[src/design/cbq_pkg.sv]
// Shared types and constants for the cascaded biquad voice band filter.
`default_nettype none

package cbq_pkg;

  // Field and datapath widths
  localparam int COEF_W  = 16;                // Q2.14 coefficient registers
  localparam int SMP_W   = 16;                // centered and filtered samples
  localparam int STATE_W = 32;                // filter state words
  localparam int DIG_W   = 4;                 // coefficient digit per cycle
  localparam int NDIG    = COEF_W / DIG_W;    // digits per product
  localparam int DIG_CW  = $clog2(NDIG);
  localparam int OP_W    = STATE_W + 1;       // operand: state word or difference of two
  localparam int PROD_W  = OP_W + DIG_W + 1;  // operand times one signed digit
  localparam int P_W     = OP_W + COEF_W;     // full product
  localparam int ACC_W   = 52;                // sum of up to five full products

  // APB register map
  localparam int PADDR_W = 5;
  localparam int PDATA_W = 32;
  localparam int REG_IW  = 3;

  localparam logic [REG_IW-1:0] REG_HP_B0 = 3'd0;
  localparam logic [REG_IW-1:0] REG_HP_B1 = 3'd1;
  localparam logic [REG_IW-1:0] REG_HP_B2 = 3'd2;
  localparam logic [REG_IW-1:0] REG_HP_A1 = 3'd3;
  localparam logic [REG_IW-1:0] REG_HP_A2 = 3'd4;
  localparam logic [REG_IW-1:0] REG_BP_B0 = 3'd5;
  localparam logic [REG_IW-1:0] REG_BP_A1 = 3'd6;
  localparam logic [REG_IW-1:0] REG_BP_A2 = 3'd7;

  localparam logic signed [COEF_W-1:0] RST_HP_B0 = 16'sd15935;
  localparam logic signed [COEF_W-1:0] RST_HP_B1 = -16'sd31870;
  localparam logic signed [COEF_W-1:0] RST_HP_B2 = 16'sd15935;
  localparam logic signed [COEF_W-1:0] RST_HP_A1 = -16'sd31859;
  localparam logic signed [COEF_W-1:0] RST_HP_A2 = 16'sd15499;
  localparam logic signed [COEF_W-1:0] RST_BP_B0 = 16'sd6729;
  localparam logic signed [COEF_W-1:0] RST_BP_A1 = -16'sd17595;
  localparam logic signed [COEF_W-1:0] RST_BP_A2 = 16'sd2926;

  // One product of the sequence, in issue order
  typedef enum logic [2:0] {
    STEP_HP_B0,
    STEP_HP_B1,
    STEP_HP_B2,
    STEP_HP_A1,
    STEP_HP_A2,
    STEP_BP_B0,
    STEP_BP_A1,
    STEP_BP_A2
  } step_t;

  typedef enum logic [2:0] {
    ST_IDLE,
    ST_LOAD,
    ST_DIGIT,
    ST_HP_DONE,
    ST_BP_DONE,
    ST_OUT
  } state_t;

  // Sequencer to multiply-accumulate unit
  typedef struct packed {
    logic load;   // start a product, fold the previous one into the sum
    logic clear;  // with load: start a fresh sum instead
    logic shift;  // consume one coefficient digit
  } mac_ctl_t;

endpackage

`default_nettype wire

[src/design/cbq_if.sv]
// Valid/ready channel interfaces for converter codes and filter results.
`default_nettype none

interface cbq_adc_if #(
  parameter int ADC_BITS = 12
);
  logic                valid;
  logic                ready;
  logic [ADC_BITS-1:0] adc_code;

  modport source (output valid, output adc_code, input ready);
  modport sink   (input valid, input adc_code, output ready);
endinterface

interface cbq_res_if;
  logic               valid;
  logic               ready;
  logic signed [15:0] centered_sample;
  logic signed [15:0] filtered_sample;

  modport source (output valid, output centered_sample, output filtered_sample, input ready);
  modport sink   (input valid, input centered_sample, input filtered_sample, output ready);
endinterface

`default_nettype wire

[src/design/cbq_mac.sv]
// Digit-serial multiply-accumulate unit: 4 coefficient bits per cycle while shift is asserted, MSB digit first.
`default_nettype none

module cbq_mac (
  input  wire                             clk,
  input  cbq_pkg::mac_ctl_t               ctl,
  input  wire signed [cbq_pkg::OP_W-1:0]  opnd_in,
  input  wire signed [cbq_pkg::COEF_W-1:0] coef_in,
  input  wire                             sub_in,
  output logic signed [cbq_pkg::ACC_W-1:0] sum
);
  import cbq_pkg::*;

  logic signed [OP_W-1:0]   opnd;
  logic [COEF_W-1:0]        coef_sr;
  logic                     msd;      // top digit pending, carries the sign
  logic                     psub;
  logic signed [P_W-1:0]    p;
  logic signed [ACC_W-1:0]  acc;

  logic signed [DIG_W:0]    dig;
  logic signed [PROD_W-1:0] prod;

  always_comb begin
    dig  = msd ? $signed({coef_sr[COEF_W-1], coef_sr[COEF_W-1 -: DIG_W]})
               : $signed({1'b0, coef_sr[COEF_W-1 -: DIG_W]});
    prod = PROD_W'(opnd) * PROD_W'(dig);
    sum  = psub ? acc - ACC_W'(p) : acc + ACC_W'(p);
  end

  always_ff @(posedge clk) begin
    if (ctl.load) begin
      opnd    <= opnd_in;
      coef_sr <= coef_in;
      msd     <= 1'b1;
      psub    <= sub_in;
      p       <= '0;
      acc     <= ctl.clear ? '0 : sum;
    end else if (ctl.shift) begin
      p       <= (p <<< DIG_W) + P_W'(prod);
      coef_sr <= coef_sr << DIG_W;
      msd     <= 1'b0;
    end
  end

endmodule

`default_nettype wire

[src/design/cascaded_biquad_voice_band_filter.sv]
// Top level: centering plus two cascaded direct-form-I biquads on a shared digit-serial MAC.
//
//   port      | dir  | beat / access
//   ----------+------+-------------------------------------------------------------
//   adc       | sink | adc_code: one converter code per beat
//   filt      | src  | centered_sample, filtered_sample: one result beat per code
//   APB       | in   | 8 coefficient registers, 16-bit signed, at byte address 4*i
//
// Per beat: accept, high-pass products, high-pass saturation step, band-pass products,
// band-pass saturation step, output step; each of the 8 products is a load step plus
// the digit steps of the one 33x5-bit digit multiplier. One beat is in the datapath
// at a time. Reset (rst, synchronous) restores the coefficient reset values and
// zeroes the delay lines. A held result stalls only the output cycle; the next code
// is taken while the finished result still sits in the output register.
`default_nettype none

module cascaded_biquad_voice_band_filter #(
  parameter int ADC_BITS        = 12,
  parameter int COEF_FRAC_BITS  = 14,
  parameter int STATE_FRAC_BITS = 8
) (
  input  wire                            clk,
  input  wire                            rst,
  cbq_adc_if.sink                        adc,
  cbq_res_if.source                      filt,
  input  wire                            psel,
  input  wire                            penable,
  input  wire                            pwrite,
  input  wire [cbq_pkg::PADDR_W-1:0]     paddr,
  input  wire [cbq_pkg::PDATA_W-1:0]     pwdata,
  output logic [cbq_pkg::PDATA_W-1:0]    prdata,
  output logic                           pready
);
  import cbq_pkg::*;

  localparam logic [ADC_BITS:0] ADC_MID = (ADC_BITS + 1)'(1 << (ADC_BITS - 1));
  localparam logic signed [ACC_W-1:0] SAT_HI = ACC_W'(64'sh7FFF_FFFF);
  localparam logic signed [ACC_W-1:0] SAT_LO = ACC_W'(-64'sh8000_0000);
  localparam logic signed [OP_W-1:0] TRUNC_BIAS =
    OP_W'((34'd1 << STATE_FRAC_BITS) - 34'd1);

  // ---------------------------------------------------------------- registers
  logic signed [COEF_W-1:0] hp_b0, hp_b1, hp_b2, hp_a1, hp_a2, bp_b0, bp_a1, bp_a2;

  logic signed [SMP_W-1:0]   hp_in_delay  [2];
  logic signed [STATE_W-1:0] hp_out_delay [2];
  logic signed [STATE_W-1:0] bp_in_delay  [2];
  logic signed [STATE_W-1:0] bp_out_delay [2];

  logic signed [SMP_W-1:0]   x;     // centered sample of the beat at work
  logic signed [STATE_W-1:0] hp;    // high-pass output of this beat
  logic signed [STATE_W-1:0] bp;    // band-pass output of this beat

  state_t             state, state_next;
  step_t              step, step_next;
  logic [DIG_CW-1:0]  dig, dig_next;

  logic               out_valid;
  logic signed [SMP_W-1:0] out_centered, out_filtered;

  // ---------------------------------------------------------------- config
  logic cfg_wr;
  assign cfg_wr = psel && penable && pwrite;
  assign pready = 1'b1;

  always_ff @(posedge clk) begin
    if (rst) begin
      hp_b0 <= RST_HP_B0;
      hp_b1 <= RST_HP_B1;
      hp_b2 <= RST_HP_B2;
      hp_a1 <= RST_HP_A1;
      hp_a2 <= RST_HP_A2;
      bp_b0 <= RST_BP_B0;
      bp_a1 <= RST_BP_A1;
      bp_a2 <= RST_BP_A2;
    end else if (cfg_wr) begin
      unique case (paddr[PADDR_W-1:2])
        REG_HP_B0: hp_b0 <= pwdata[COEF_W-1:0];
        REG_HP_B1: hp_b1 <= pwdata[COEF_W-1:0];
        REG_HP_B2: hp_b2 <= pwdata[COEF_W-1:0];
        REG_HP_A1: hp_a1 <= pwdata[COEF_W-1:0];
        REG_HP_A2: hp_a2 <= pwdata[COEF_W-1:0];
        REG_BP_B0: bp_b0 <= pwdata[COEF_W-1:0];
        REG_BP_A1: bp_a1 <= pwdata[COEF_W-1:0];
        REG_BP_A2: bp_a2 <= pwdata[COEF_W-1:0];
        default: ;
      endcase
    end
  end

  always_comb begin
    unique case (paddr[PADDR_W-1:2])
      REG_HP_B0: prdata = PDATA_W'(hp_b0);
      REG_HP_B1: prdata = PDATA_W'(hp_b1);
      REG_HP_B2: prdata = PDATA_W'(hp_b2);
      REG_HP_A1: prdata = PDATA_W'(hp_a1);
      REG_HP_A2: prdata = PDATA_W'(hp_a2);
      REG_BP_B0: prdata = PDATA_W'(bp_b0);
      REG_BP_A1: prdata = PDATA_W'(bp_a1);
      REG_BP_A2: prdata = PDATA_W'(bp_a2);
      default:   prdata = '0;
    endcase
  end

  // ---------------------------------------------------------------- centering
  // (mid - code) << (16 - ADC_BITS); only code 0 overflows, clamp it to +max.
  logic signed [ADC_BITS:0] cdiff;
  logic signed [SMP_W:0]    cwide;
  logic signed [SMP_W-1:0]  centered;

  always_comb begin
    cdiff    = $signed(ADC_MID - {1'b0, adc.adc_code});
    cwide    = (SMP_W + 1)'(cdiff) <<< (SMP_W - ADC_BITS);
    centered = (cwide > 17'sd32767) ? 16'sh7FFF : cwide[SMP_W-1:0];
  end

  // ---------------------------------------------------------------- operand select
  // b terms of the high-pass carry the state scale on the operand side.
  logic signed [OP_W-1:0]   opnd_sel;
  logic signed [COEF_W-1:0] coef_sel;
  logic                     sub_sel;

  always_comb begin
    unique case (step)
      STEP_HP_B0: opnd_sel = OP_W'(x) <<< STATE_FRAC_BITS;
      STEP_HP_B1: opnd_sel = OP_W'(hp_in_delay[0]) <<< STATE_FRAC_BITS;
      STEP_HP_B2: opnd_sel = OP_W'(hp_in_delay[1]) <<< STATE_FRAC_BITS;
      STEP_HP_A1: opnd_sel = OP_W'(hp_out_delay[0]);
      STEP_HP_A2: opnd_sel = OP_W'(hp_out_delay[1]);
      STEP_BP_B0: opnd_sel = OP_W'(hp) - OP_W'(bp_in_delay[1]);  // b2 = -b0, b1 = 0
      STEP_BP_A1: opnd_sel = OP_W'(bp_out_delay[0]);
      STEP_BP_A2: opnd_sel = OP_W'(bp_out_delay[1]);
      default:    opnd_sel = '0;
    endcase
    unique case (step)
      STEP_HP_B0: coef_sel = hp_b0;
      STEP_HP_B1: coef_sel = hp_b1;
      STEP_HP_B2: coef_sel = hp_b2;
      STEP_HP_A1: coef_sel = hp_a1;
      STEP_HP_A2: coef_sel = hp_a2;
      STEP_BP_B0: coef_sel = bp_b0;
      STEP_BP_A1: coef_sel = bp_a1;
      STEP_BP_A2: coef_sel = bp_a2;
      default:    coef_sel = '0;
    endcase
    sub_sel = (step == STEP_HP_A1) || (step == STEP_HP_A2) ||
              (step == STEP_BP_A1) || (step == STEP_BP_A2);
  end

  // ---------------------------------------------------------------- MAC
  mac_ctl_t                mac_ctl;
  logic signed [ACC_W-1:0] mac_sum;

  cbq_mac u_mac (
    .clk     (clk),
    .ctl     (mac_ctl),
    .opnd_in (opnd_sel),
    .coef_in (coef_sel),
    .sub_in  (sub_sel),
    .sum     (mac_sum)
  );

  // floor shift, then clamp to the state word
  logic signed [ACC_W-1:0]   acc_shr;
  logic signed [STATE_W-1:0] acc_sat;

  always_comb begin
    acc_shr = mac_sum >>> COEF_FRAC_BITS;
    if (acc_shr > SAT_HI) begin
      acc_sat = STATE_W'(SAT_HI);
    end else if (acc_shr < SAT_LO) begin
      acc_sat = STATE_W'(SAT_LO);
    end else begin
      acc_sat = acc_shr[STATE_W-1:0];
    end
  end

  // band-pass word to integer sample: round toward zero, clamp to 16 bits
  logic signed [OP_W-1:0]  bp_biased;
  logic signed [OP_W-1:0]  bp_int;
  logic signed [SMP_W-1:0] filtered;

  always_comb begin
    bp_biased = OP_W'(bp) + (bp[STATE_W-1] ? TRUNC_BIAS : '0);
    bp_int    = bp_biased >>> STATE_FRAC_BITS;
    if (bp_int > 33'sd32767) begin
      filtered = 16'sh7FFF;
    end else if (bp_int < -33'sd32768) begin
      filtered = 16'sh8000;
    end else begin
      filtered = bp_int[SMP_W-1:0];
    end
  end

  // ---------------------------------------------------------------- sequencer
  logic in_take, ld_hp, ld_bp, ld_out;

  always_ff @(posedge clk) begin
    if (rst) begin
      state <= ST_IDLE;
      step  <= STEP_HP_B0;
      dig   <= '0;
    end else begin
      state <= state_next;
      step  <= step_next;
      dig   <= dig_next;
    end
  end

  always_comb begin
    state_next = state;
    step_next  = step;
    dig_next   = dig;
    mac_ctl    = '0;
    in_take    = 1'b0;
    ld_hp      = 1'b0;
    ld_bp      = 1'b0;
    ld_out     = 1'b0;
    adc.ready  = 1'b0;
    unique case (state)
      ST_IDLE: begin
        adc.ready = 1'b1;
        if (adc.valid) begin
          in_take    = 1'b1;
          step_next  = STEP_HP_B0;
          state_next = ST_LOAD;
        end
      end
      ST_LOAD: begin
        mac_ctl.load  = 1'b1;
        mac_ctl.clear = (step == STEP_HP_B0) || (step == STEP_BP_B0);
        dig_next      = '0;
        state_next    = ST_DIGIT;
      end
      ST_DIGIT: begin
        mac_ctl.shift = 1'b1;
        dig_next      = dig + 1'b1;
        if (dig == DIG_CW'(NDIG - 1)) begin
          priority if (step == STEP_HP_A2) begin
            state_next = ST_HP_DONE;
          end else if (step == STEP_BP_A2) begin
            state_next = ST_BP_DONE;
          end else begin
            step_next  = step_t'(step + 3'd1);
            state_next = ST_LOAD;
          end
        end
      end
      ST_HP_DONE: begin
        ld_hp      = 1'b1;
        step_next  = STEP_BP_B0;
        state_next = ST_LOAD;
      end
      ST_BP_DONE: begin
        ld_bp      = 1'b1;
        state_next = ST_OUT;
      end
      ST_OUT: begin
        if (!out_valid || filt.ready) begin
          ld_out     = 1'b1;
          state_next = ST_IDLE;
        end
      end
      default: state_next = ST_IDLE;
    endcase
  end

  // ---------------------------------------------------------------- datapath
  always_ff @(posedge clk) begin
    if (in_take) begin
      x <= centered;
    end
    if (ld_hp) begin
      hp <= acc_sat;
    end
    if (ld_bp) begin
      bp <= acc_sat;
    end
    if (ld_out) begin
      out_centered <= x;
      out_filtered <= filtered;
    end
  end

  // delay lines advance once per beat, after the last product read them
  always_ff @(posedge clk) begin
    if (rst) begin
      hp_in_delay  <= '{default: '0};
      hp_out_delay <= '{default: '0};
      bp_in_delay  <= '{default: '0};
      bp_out_delay <= '{default: '0};
    end else if (ld_bp) begin
      hp_in_delay[1]  <= hp_in_delay[0];
      hp_in_delay[0]  <= x;
      hp_out_delay[1] <= hp_out_delay[0];
      hp_out_delay[0] <= hp;
      bp_in_delay[1]  <= bp_in_delay[0];
      bp_in_delay[0]  <= hp;
      bp_out_delay[1] <= bp_out_delay[0];
      bp_out_delay[0] <= acc_sat;
    end
  end

  // output register
  always_ff @(posedge clk) begin
    if (rst) begin
      out_valid <= 1'b0;
    end else if (ld_out) begin
      out_valid <= 1'b1;
    end else if (filt.ready) begin
      out_valid <= 1'b0;
    end
  end

  assign filt.valid           = out_valid;
  assign filt.centered_sample = out_centered;
  assign filt.filtered_sample = out_filtered;

endmodule

`default_nettype wire
[src/flat_wrapper.sv]
// flat-port wrapper written by rule: the top's interface ports become plain ports
module cascaded_biquad_voice_band_filter_flat import cbq_pkg::*;
#(
  parameter int ADC_BITS        = 12,
  parameter int COEF_FRAC_BITS  = 14,
  parameter int STATE_FRAC_BITS = 8
)
  (clk, rst, psel, penable, pwrite, paddr, pwdata, prdata, pready, adc_valid, adc_adc_code, adc_ready, filt_valid, filt_centered_sample, filt_filtered_sample, filt_ready);
  cbq_adc_if #(.ADC_BITS(ADC_BITS)) adc_i ();
  cbq_res_if filt_i ();
  input  wire clk;
  input  wire rst;
  input  wire psel;
  input  wire penable;
  input  wire pwrite;
  input  wire [cbq_pkg::PADDR_W-1:0] paddr;
  input  wire [cbq_pkg::PDATA_W-1:0] pwdata;
  output logic [cbq_pkg::PDATA_W-1:0] prdata;
  output logic pready;
  input wire logic [$bits(adc_i.valid)-1:0] adc_valid;
  input wire logic [$bits(adc_i.adc_code)-1:0] adc_adc_code;
  output wire logic [$bits(adc_i.ready)-1:0] adc_ready;
  output wire logic [$bits(filt_i.valid)-1:0] filt_valid;
  output wire logic [$bits(filt_i.centered_sample)-1:0] filt_centered_sample;
  output wire logic [$bits(filt_i.filtered_sample)-1:0] filt_filtered_sample;
  input wire logic [$bits(filt_i.ready)-1:0] filt_ready;
  assign adc_i.valid = adc_valid;
  assign adc_i.adc_code = adc_adc_code;
  assign adc_ready = adc_i.ready;
  assign filt_valid = filt_i.valid;
  assign filt_centered_sample = filt_i.centered_sample;
  assign filt_filtered_sample = filt_i.filtered_sample;
  assign filt_i.ready = filt_ready;
  cascaded_biquad_voice_band_filter #(.ADC_BITS(ADC_BITS), .COEF_FRAC_BITS(COEF_FRAC_BITS), .STATE_FRAC_BITS(STATE_FRAC_BITS)) u_core (.clk(clk), .rst(rst), .adc(adc_i), .filt(filt_i), .psel(psel), .penable(penable), .pwrite(pwrite), .paddr(paddr), .pwdata(pwdata), .prdata(prdata), .pready(pready));
endmodule
[config.mk]
export PLATFORM = sky130hd
export DESIGN_NAME = cascaded_biquad_voice_band_filter_flat
export DESIGN_NICKNAME = d
export VERILOG_FILES = /design/src/design/cbq_pkg.sv /design/src/design/cbq_if.sv /design/src/design/cbq_mac.sv /design/src/design/cascaded_biquad_voice_band_filter.sv /design/src/flat_wrapper.sv
export SDC_FILE = /design/constraint.sdc
export NUM_CORES = 2
export LEC_CHECK = 0
export ABC_CLOCK_PERIOD_IN_PS = 12000
export BUFFER_PORTS_ARGS = -buffer_cell sky130_fd_sc_hd__buf_2
export CORE_MARGIN = 2
export CORE_UTILIZATION = 27
export DETAILED_ROUTE_END_ITERATION = 6
export HOLD_SLACK_MARGIN = 0.05
export PLACE_DENSITY_LB_ADDON = 0.1
export SYNTH_ARGS = -nofsm -noshare
export SYNTH_HDL_FRONTEND = slang
export SYNTH_SLANG_ARGS = --single-unit
[constraint.sdc]
create_clock -name clk -period 12 [get_ports clk]
set_input_delay 1.8 -clock clk [delete_from_list [all_inputs] [get_ports clk]]
set_output_delay 1.8 -clock clk [all_outputs]
set_load 0.01 [all_outputs]
# After elaboration in Yosys (flattened, before gate mapping)
# Cells that the tools add are included.
[op_classes]
add_sub_neg = 8
multipliers = 1
div = 0
n_lt_le_gt_ge = 5
n_eq_ne = 25
n_shift = 0
mux = 35
n_bitwise = 0
n_reduce_logical = 25
[ops]
columns = ["operator", "count"]
rows = [
  ["$pmux W33 S8", 1],
  ["$pmux W32 S8", 1],
  ["$pmux W16 S8", 1],
  ["$mux W32", 2],
  ["$add A52 B49 Y52", 1],
  ["$mux W52", 1],
  ["$sub A52 B49 Y52", 1],
  ["$add A49 B38 Y49", 1],
  ["$mux W16", 3],
  ["$gt A38 B32 Y1 const B", 1],
  ["$lt A38 B32 Y1 const B", 1],
  ["$mul A33 B5 Y38", 1],
  ["$add A32 B9 Y33", 1],
  ["$sub A32 B32 Y33", 1],
  ["$eq A3 B3 Y1 const B", 10],
  ["$mux W3", 9],
  ["$gt A25 B16 Y1 const B", 1],
  ["$lt A25 B16 Y1 const B", 1],
  ["$eq A3 B2 Y1 const B", 6],
  ["$pmux W3 S6", 1],
  ["$gt A17 B16 Y1 const B", 1],
  ["$reduce_and A2 Y1", 8],
  ["$sub A12 B12 Y13 const A", 1],
  ["$mux W1", 10],
  ["other kinds (20)", 34],
]
[totals]
regBits = 561
latch_bits = 0
ramBits = 0
romBits = 0
input_bits = 56
out_inout_bits = 67
word_cells = 129
memories = 0

# Logic depth before layout (Yosys ltp)
[depth]
depth_word = 5
ltp_mapped = 27
ltp_nobuf = 23

# Hierarchy
# Synthesis repeated with hierarchy kept, for this count alone.
[unflattened]
cells_unflattened = 4213
hier_area_um2 = 37100.6
[modules_own_cells]
columns = ["mod", "instances", "cells_each", "area_per_inst_um2", "seq_area_each_um2"]
rows = [
  ["cascaded_biquad_voice_band_filter", 1, 2287, 19511.2, 9008.6],
  ["cbq_mac", 1, 1926, 17589.4, 4063.9],
]

# Worst setup path after synthesis
# OpenSTA, ideal clock, no wires.
[synth_path]
path_kind = "reg2reg"
from = "register u_core.u_mac.coef_sr[15]"
to = "register u_core.u_mac.p[45]"
t_arrival_ns = 5.655
required_time_ns = 11.871
setup_slack_ns = 6.215
stages_incl_launch_ff = 21
path_buffers = 1
synth_period_minus_slack_ns = 5.785
path_cell_list = "edfxtp_1 > clkbuf_1 > nand2_1 > or2_2 > fa_1 > fa_1 > fa_1 > inv_1 > fa_1 > ha_1 > a21o_1 > a21o_1 > a2111oi_0 > nor3b_1 > o32ai_1 > o221ai_1 > a311oi_1 > nor2_1 > a41oi_1 > xor2_1 > o21ai_0"
[synth_between]
elab_chain_cells = 3
[synth_rtl]
columns = ["item", "line", "text"]
rows = [
  ["start: declaration", "cbq_mac.sv:15", "logic [COEF_W-1:0] coef_sr;"],
  ["start signal: assignment", "cbq_mac.sv:34", "coef_sr <= coef_in;"],
  ["start signal: assignment", "cbq_mac.sv:41", "coef_sr <= coef_sr << DIG_W;"],
  ["$mux W5", "cbq_mac.sv:25", "dig = msd ? $signed({coef_sr[COEF_W-1], coef_sr[COEF_W-1 -: DIG_W]})"],
  ["$mul A33 B5 Y38", "cbq_mac.sv:27", "prod = PROD_W'(opnd) * PROD_W'(dig);"],
  ["$add A49 B38 Y49", "cbq_mac.sv:40", "p <= (p <<< DIG_W) + P_W'(prod);"],
  ["end signal: assignment", "cbq_mac.sv:40", ""],
  ["end: declaration", "cbq_mac.sv:18", "logic signed [P_W-1:0] p;"],
]
# No other way between the ends.
# A chain may end at the register's enable or synchronous reset.

# Worst setup path in the final report
[layout_path]
from = "register u_core.u_mac.p[4]"
to = "register u_core.bp[13], data pin"
[layout_between]
elab_chain_cells = 5
word_cells_on_any_way = 7
classes_between = "add/sub: 2; order compare: 2; mux: 3"
[layout_rtl]
columns = ["item", "line", "text"]
rows = [
  ["$add A52 B49 Y52 or $sub A52 B49 Y52 (tied branches)", "cbq_mac.sv:28", "sum = psub ? acc - ACC_W'(p) : acc + ACC_W'(p);"],
  ["$mux W52 (*)", "cbq_mac.sv:28", ""],
  ["$lt A38 B32 Y1", "cascaded_biquad_voice_band_filter.sv:171", "end else if (acc_shr < SAT_LO) begin"],
  ["$mux W32", "cascaded_biquad_voice_band_filter.sv:171", ""],
  ["$mux W32 (*)", "cascaded_biquad_voice_band_filter.sv:169", "if (acc_shr > SAT_HI) begin"],
  ["net u_core.acc_sat[13]", "cascaded_biquad_voice_band_filter.sv:165", "logic signed [STATE_W-1:0] acc_sat;"],
  ["end signal: assignment", "cascaded_biquad_voice_band_filter.sv:277", "bp <= acc_sat;"],
  ["end: declaration", "cascaded_biquad_voice_band_filter.sv:52", "logic signed [STATE_W-1:0] bp;"],
]
# Mark *: on every way through the listed nets, which the timed path passes. The rest lies on a longest branch.

==> out/summary.md <==
Timing
- **final clock period utilization by the worst path** 63.5%
- **Post-Route Skew** 0.0312 ns
- **Final Slew Violations** 0
- **RSZ-0062 raised after global routing** no
- **Max Freq** 0.131 GHz
- **Hold Vio Cnt, Final** 0
- **Relative slew margins** 20.0%
- **post-route setup TNS** 0 ns
- **setup-violating endpoint count in the final report** 0
- **post-layout min period** 7.62 ns
- **actual transition at the worst max-transition pin** 1.20 ns

Global routing
- **Global Route Usage Sum** 18.0%
- **global-route wire length before repair** 194 mm
- **vias in the first global route** 30100
- **aggregate global routing overflow** 0
- **largest net degree at the start of global routing** 91
- **number of antenna violations at the first check in global routing** 8

Clocking
- **clock slew at reported path FFs** 0.05 ns
- **clk root buf** sky130_fd_sc_hd__clkbuf_16
- **Clock Sinks** 549
- **Max Root-Sink Buffers** 3
- **# resized after CTS** 0
- **total setup buffers inserted after CTS** 0
- **number of CTS-inserted buffers** 75
- **TritonCTS clock tree** done
- **# hold bufs at CTS** 0
- **Skew-Pair Late Insertion Delay** 0.68 ns
- **Max H-tree Level** 3

Place
- **IO buf count** 103
- **estimated wirelength of the detail-placed design** 88.7 mm
- **final weighted congestion in routability-driven placement** 0.832

Job
- **count of max-cap constraint violations** 0

Die
- **placeable core region** 136000 sq um
- **number of top-level pins** 123
- **initial core utilization** 27.2%
- **Die Footprint** 140000 sq um
- **vertical die dimension** 374 um
- **Chip Width** 374 um
- **Core Rows** 135

Synthesis
- **proportion of register bits with asynchronous set or reset after synthesis** 0%
- **multiplexer fraction of the synthesized cell area** 1.68%
- **post-synthesis compound-gate area fraction** 19.2%
- **netlist area before placement** 36900 sq um
- **post-synthesis adder-cell area fraction** 15.8%
- **average cell area after synthesis** 8.74 sq um
- **area share of and/or/nand/nor cells after synthesis** 18.4%
- **count of synthesis-stage warnings from yosys** 0
- **number of synthesized register bits** 549
- **gate count after technology mapping** 4227
- **Mapped Nets** 4649
- **leading register cell type out of synthesis** sky130_fd_sc_hd__dfxtp_1
- **post-synthesis sequential area ratio** 35.4%
- **combinational family with the most area after synthesis** compound AO/OA/AOI/OAI gates
- **xor and xnor fraction of the mapped netlist area** 4.00%
- **number of distinct library cell variants in the gate-level netlist after synthesis** 95
- **number of enable flip-flop cells after synthesis** 208

Layout
- **ANT cells** 0
- **share of cells above drive strength 1** 10.0%
- **Final nets** 4620
- **Synth-to-Final Area Change** 12.6%

Worst setup path
- **CP endpoint kind** flop
- **Crit Path Max Fanout** 31
- **count of cells along the worst register-to-register path** 23
- **R2R Setup Slk** 4.38 ns
- **type of origin of the critical path** flop
- **required time at the endpoint of the critical path** 12.26 ns
- **signal arrival time at the worst endpoint** 7.88 ns
- **critical setup path kind** flop to flop

Detailed routing
- **Vias per Instance** 5.01
- **First-pass DRT Iterations** 6
- **number of vias after detailed routing** 30200
- **Avg WL per Cell** 21.2 um
- **number of DRC markers after the initial detailed-route iteration** 2026
- **count of unresolved DRC violations after routing** 0
- **post-detailed-route count of antenna-violating nets** 0
- **sum of routed wire length over all layers** 128 mm

Worst hold path
- **worst hold path class** flop to flop
- **cell depth of the worst min-delay path** 2

Run status
- **result of the run** complete, no violations

-- critical path: stages (launching register included) --
cell                        delay, ns
sky130_fd_sc_hd__dfxtp_1         0.41
sky130_fd_sc_hd__or4_4           0.62
sky130_fd_sc_hd__nor3_1          0.64
sky130_fd_sc_hd__nand3b_1        0.25
sky130_fd_sc_hd__nor3_1          0.44
sky130_fd_sc_hd__nand2_1         0.11
sky130_fd_sc_hd__nor2_1          0.23
sky130_fd_sc_hd__and2_1          0.34
sky130_fd_sc_hd__a21oi_1         0.13
sky130_fd_sc_hd__xnor2_1         0.18
sky130_fd_sc_hd__ha_1            0.37
sky130_fd_sc_hd__a21oi_1         0.22
sky130_fd_sc_hd__o21ai_0         0.22
sky130_fd_sc_hd__a41oi_1         0.33
sky130_fd_sc_hd__nand2_1         0.09
sky130_fd_sc_hd__or3b_1          0.41
sky130_fd_sc_hd__o211ai_1        0.34
sky130_fd_sc_hd__a2111oi_4       0.13
sky130_fd_sc_hd__nor2_2          0.12
sky130_fd_sc_hd__buf_4           0.36
sky130_fd_sc_hd__nand2_1         0.22
sky130_fd_sc_hd__o21ai_2         0.10
sky130_fd_sc_hd__buf_4           0.45
sky130_fd_sc_hd__o21ai_0         0.50
-- state kept, by name, summed over array words and instances, names as in the netlist, 26 cells and up --
register / count
u_core.u_mac.opnd: 33
u_core.hp: 32
u_core.u_mac.acc: 52
u_core.bp_out_delay: 64
u_core.u_mac.p: 49
u_core.hp_in_delay: 26
u_core.hp_out_delay: 64
u_core.bp: 32
-- cell usage in the layout, fill, tap and decap left out, drive strengths merged, types with 41 or more instances in the layout --
cell    count
nor2b      47
fa        169
a21o       73
buf       163
clkbuf    103
nand3      43
and2       79
nand2     758
nor2      309
inv       228
ha        197
a21oi     416
o21ai     166
a211oi     44
xnor2     111
dfxtp     341
or2        41
edfxtp    208
nand3b     46
xor2       57
nor3       50
a31oi      81
a222oi     41
-- routing by layer --
metal | routed length [um] | track usage [%]
met2 | 55500 | 27.5
met5 | 56 | 0
met1 | 64000 | 26.3
met4 | 2690 | 4.94
met3 | 5820 | 2.54
-- layout make-up --
| cell class | instances | area, sq um |
|---|---|---|
| fill | 14400 | 94000 |
| multi-input combinational | 3183 | 22000 |
| sequential | 549 | 13100 |
| tap | 1781 | 2230 |
| clock buffer | 103 | 2160 |
| timing repair buffer | 163 | 976 |
| inverter | 226 | 856 |
| clock inverter | 35 | 345 |
-- cell usage after synthesis (26+ instances only) --
cell | n | share of area [%]
sky130_fd_sc_hd__mux2i_1 | 26 | 0.70
sky130_fd_sc_hd__xor2_1 | 57 | 1.4
sky130_fd_sc_hd__nand3b_1 | 46 | 0.93
sky130_fd_sc_hd__a21o_1 | 73 | 1.5
sky130_fd_sc_hd__a31oi_1 | 71 | 1.2
sky130_fd_sc_hd__or2_2 | 39 | 0.66
sky130_fd_sc_hd__dfxtp_1 | 341 | 18
sky130_fd_sc_hd__a22oi_1 | 36 | 0.73
sky130_fd_sc_hd__fa_1 | 169 | 9.2
sky130_fd_sc_hd__o21ai_0 | 163 | 2.2
sky130_fd_sc_hd__nor2_1 | 308 | 3.1
sky130_fd_sc_hd__nand2_1 | 758 | 7.7
sky130_fd_sc_hd__nor2b_1 | 47 | 0.80
sky130_fd_sc_hd__nand4_1 | 32 | 0.54
sky130_fd_sc_hd__and2_1 | 79 | 1.3
sky130_fd_sc_hd__inv_1 | 224 | 2.3
sky130_fd_sc_hd__xnor2_1 | 110 | 2.6
sky130_fd_sc_hd__a21oi_1 | 406 | 5.5
sky130_fd_sc_hd__ha_1 | 197 | 6.7
sky130_fd_sc_hd__nand3_1 | 42 | 0.57
sky130_fd_sc_hd__a211o_1 | 28 | 0.66
sky130_fd_sc_hd__a222oi_1 | 41 | 1.1
sky130_fd_sc_hd__nor3_1 | 49 | 0.66
sky130_fd_sc_hd__edfxtp_1 | 208 | 17
sky130_fd_sc_hd__mux2_2 | 26 | 0.79
sky130_fd_sc_hd__clkbuf_1 | 210 | 2.1
sky130_fd_sc_hd__o21a_1 | 27 | 0.55
-- logic make-up after synthesis --
kind of cell,after synthesis
buffers and inverters,495
XOR/XNOR,168
other,1
flip-flops,549
adder cells (fa/ha/maj),366
multiplexers,55
AO/OA/AOI/OAI,1083
AND/OR/NAND/NOR,1510
-- metrics by stage --
stage	utilization, %	area, sq um	hold slack (ns)	std cells	worst slack, ns
2_1_floorplan	-	36900	0.434	4227	6.22
3_3_place_gp	28.8	39100	0.440	5902	4.29
3_5_place_dp	28.8	39100	0.446	5902	4.18
4_1_cts	30.7	41600	0.454	6040	4.15
5_1_grt	30.7	41600	0.468	6040	3.63
6_report	30.7	41600	0.452	6040	4.38
-- path summary, 6_finish.rpt --
path                               start                      to
setup / recovery       u_core.u_mac.p[4]           u_core.bp[13]
hold / removal    u_core.hp_in_delay[12]  u_core.hp_in_delay[12]
setup reg to reg       u_core.u_mac.p[4]           u_core.bp[13]
hold reg to reg   u_core.hp_in_delay[12]  u_core.hp_in_delay[12]
Power is left out: the tool's default activity adds up to more than one toggle a clock period on the data nets, which glitch-free logic cannot reach.
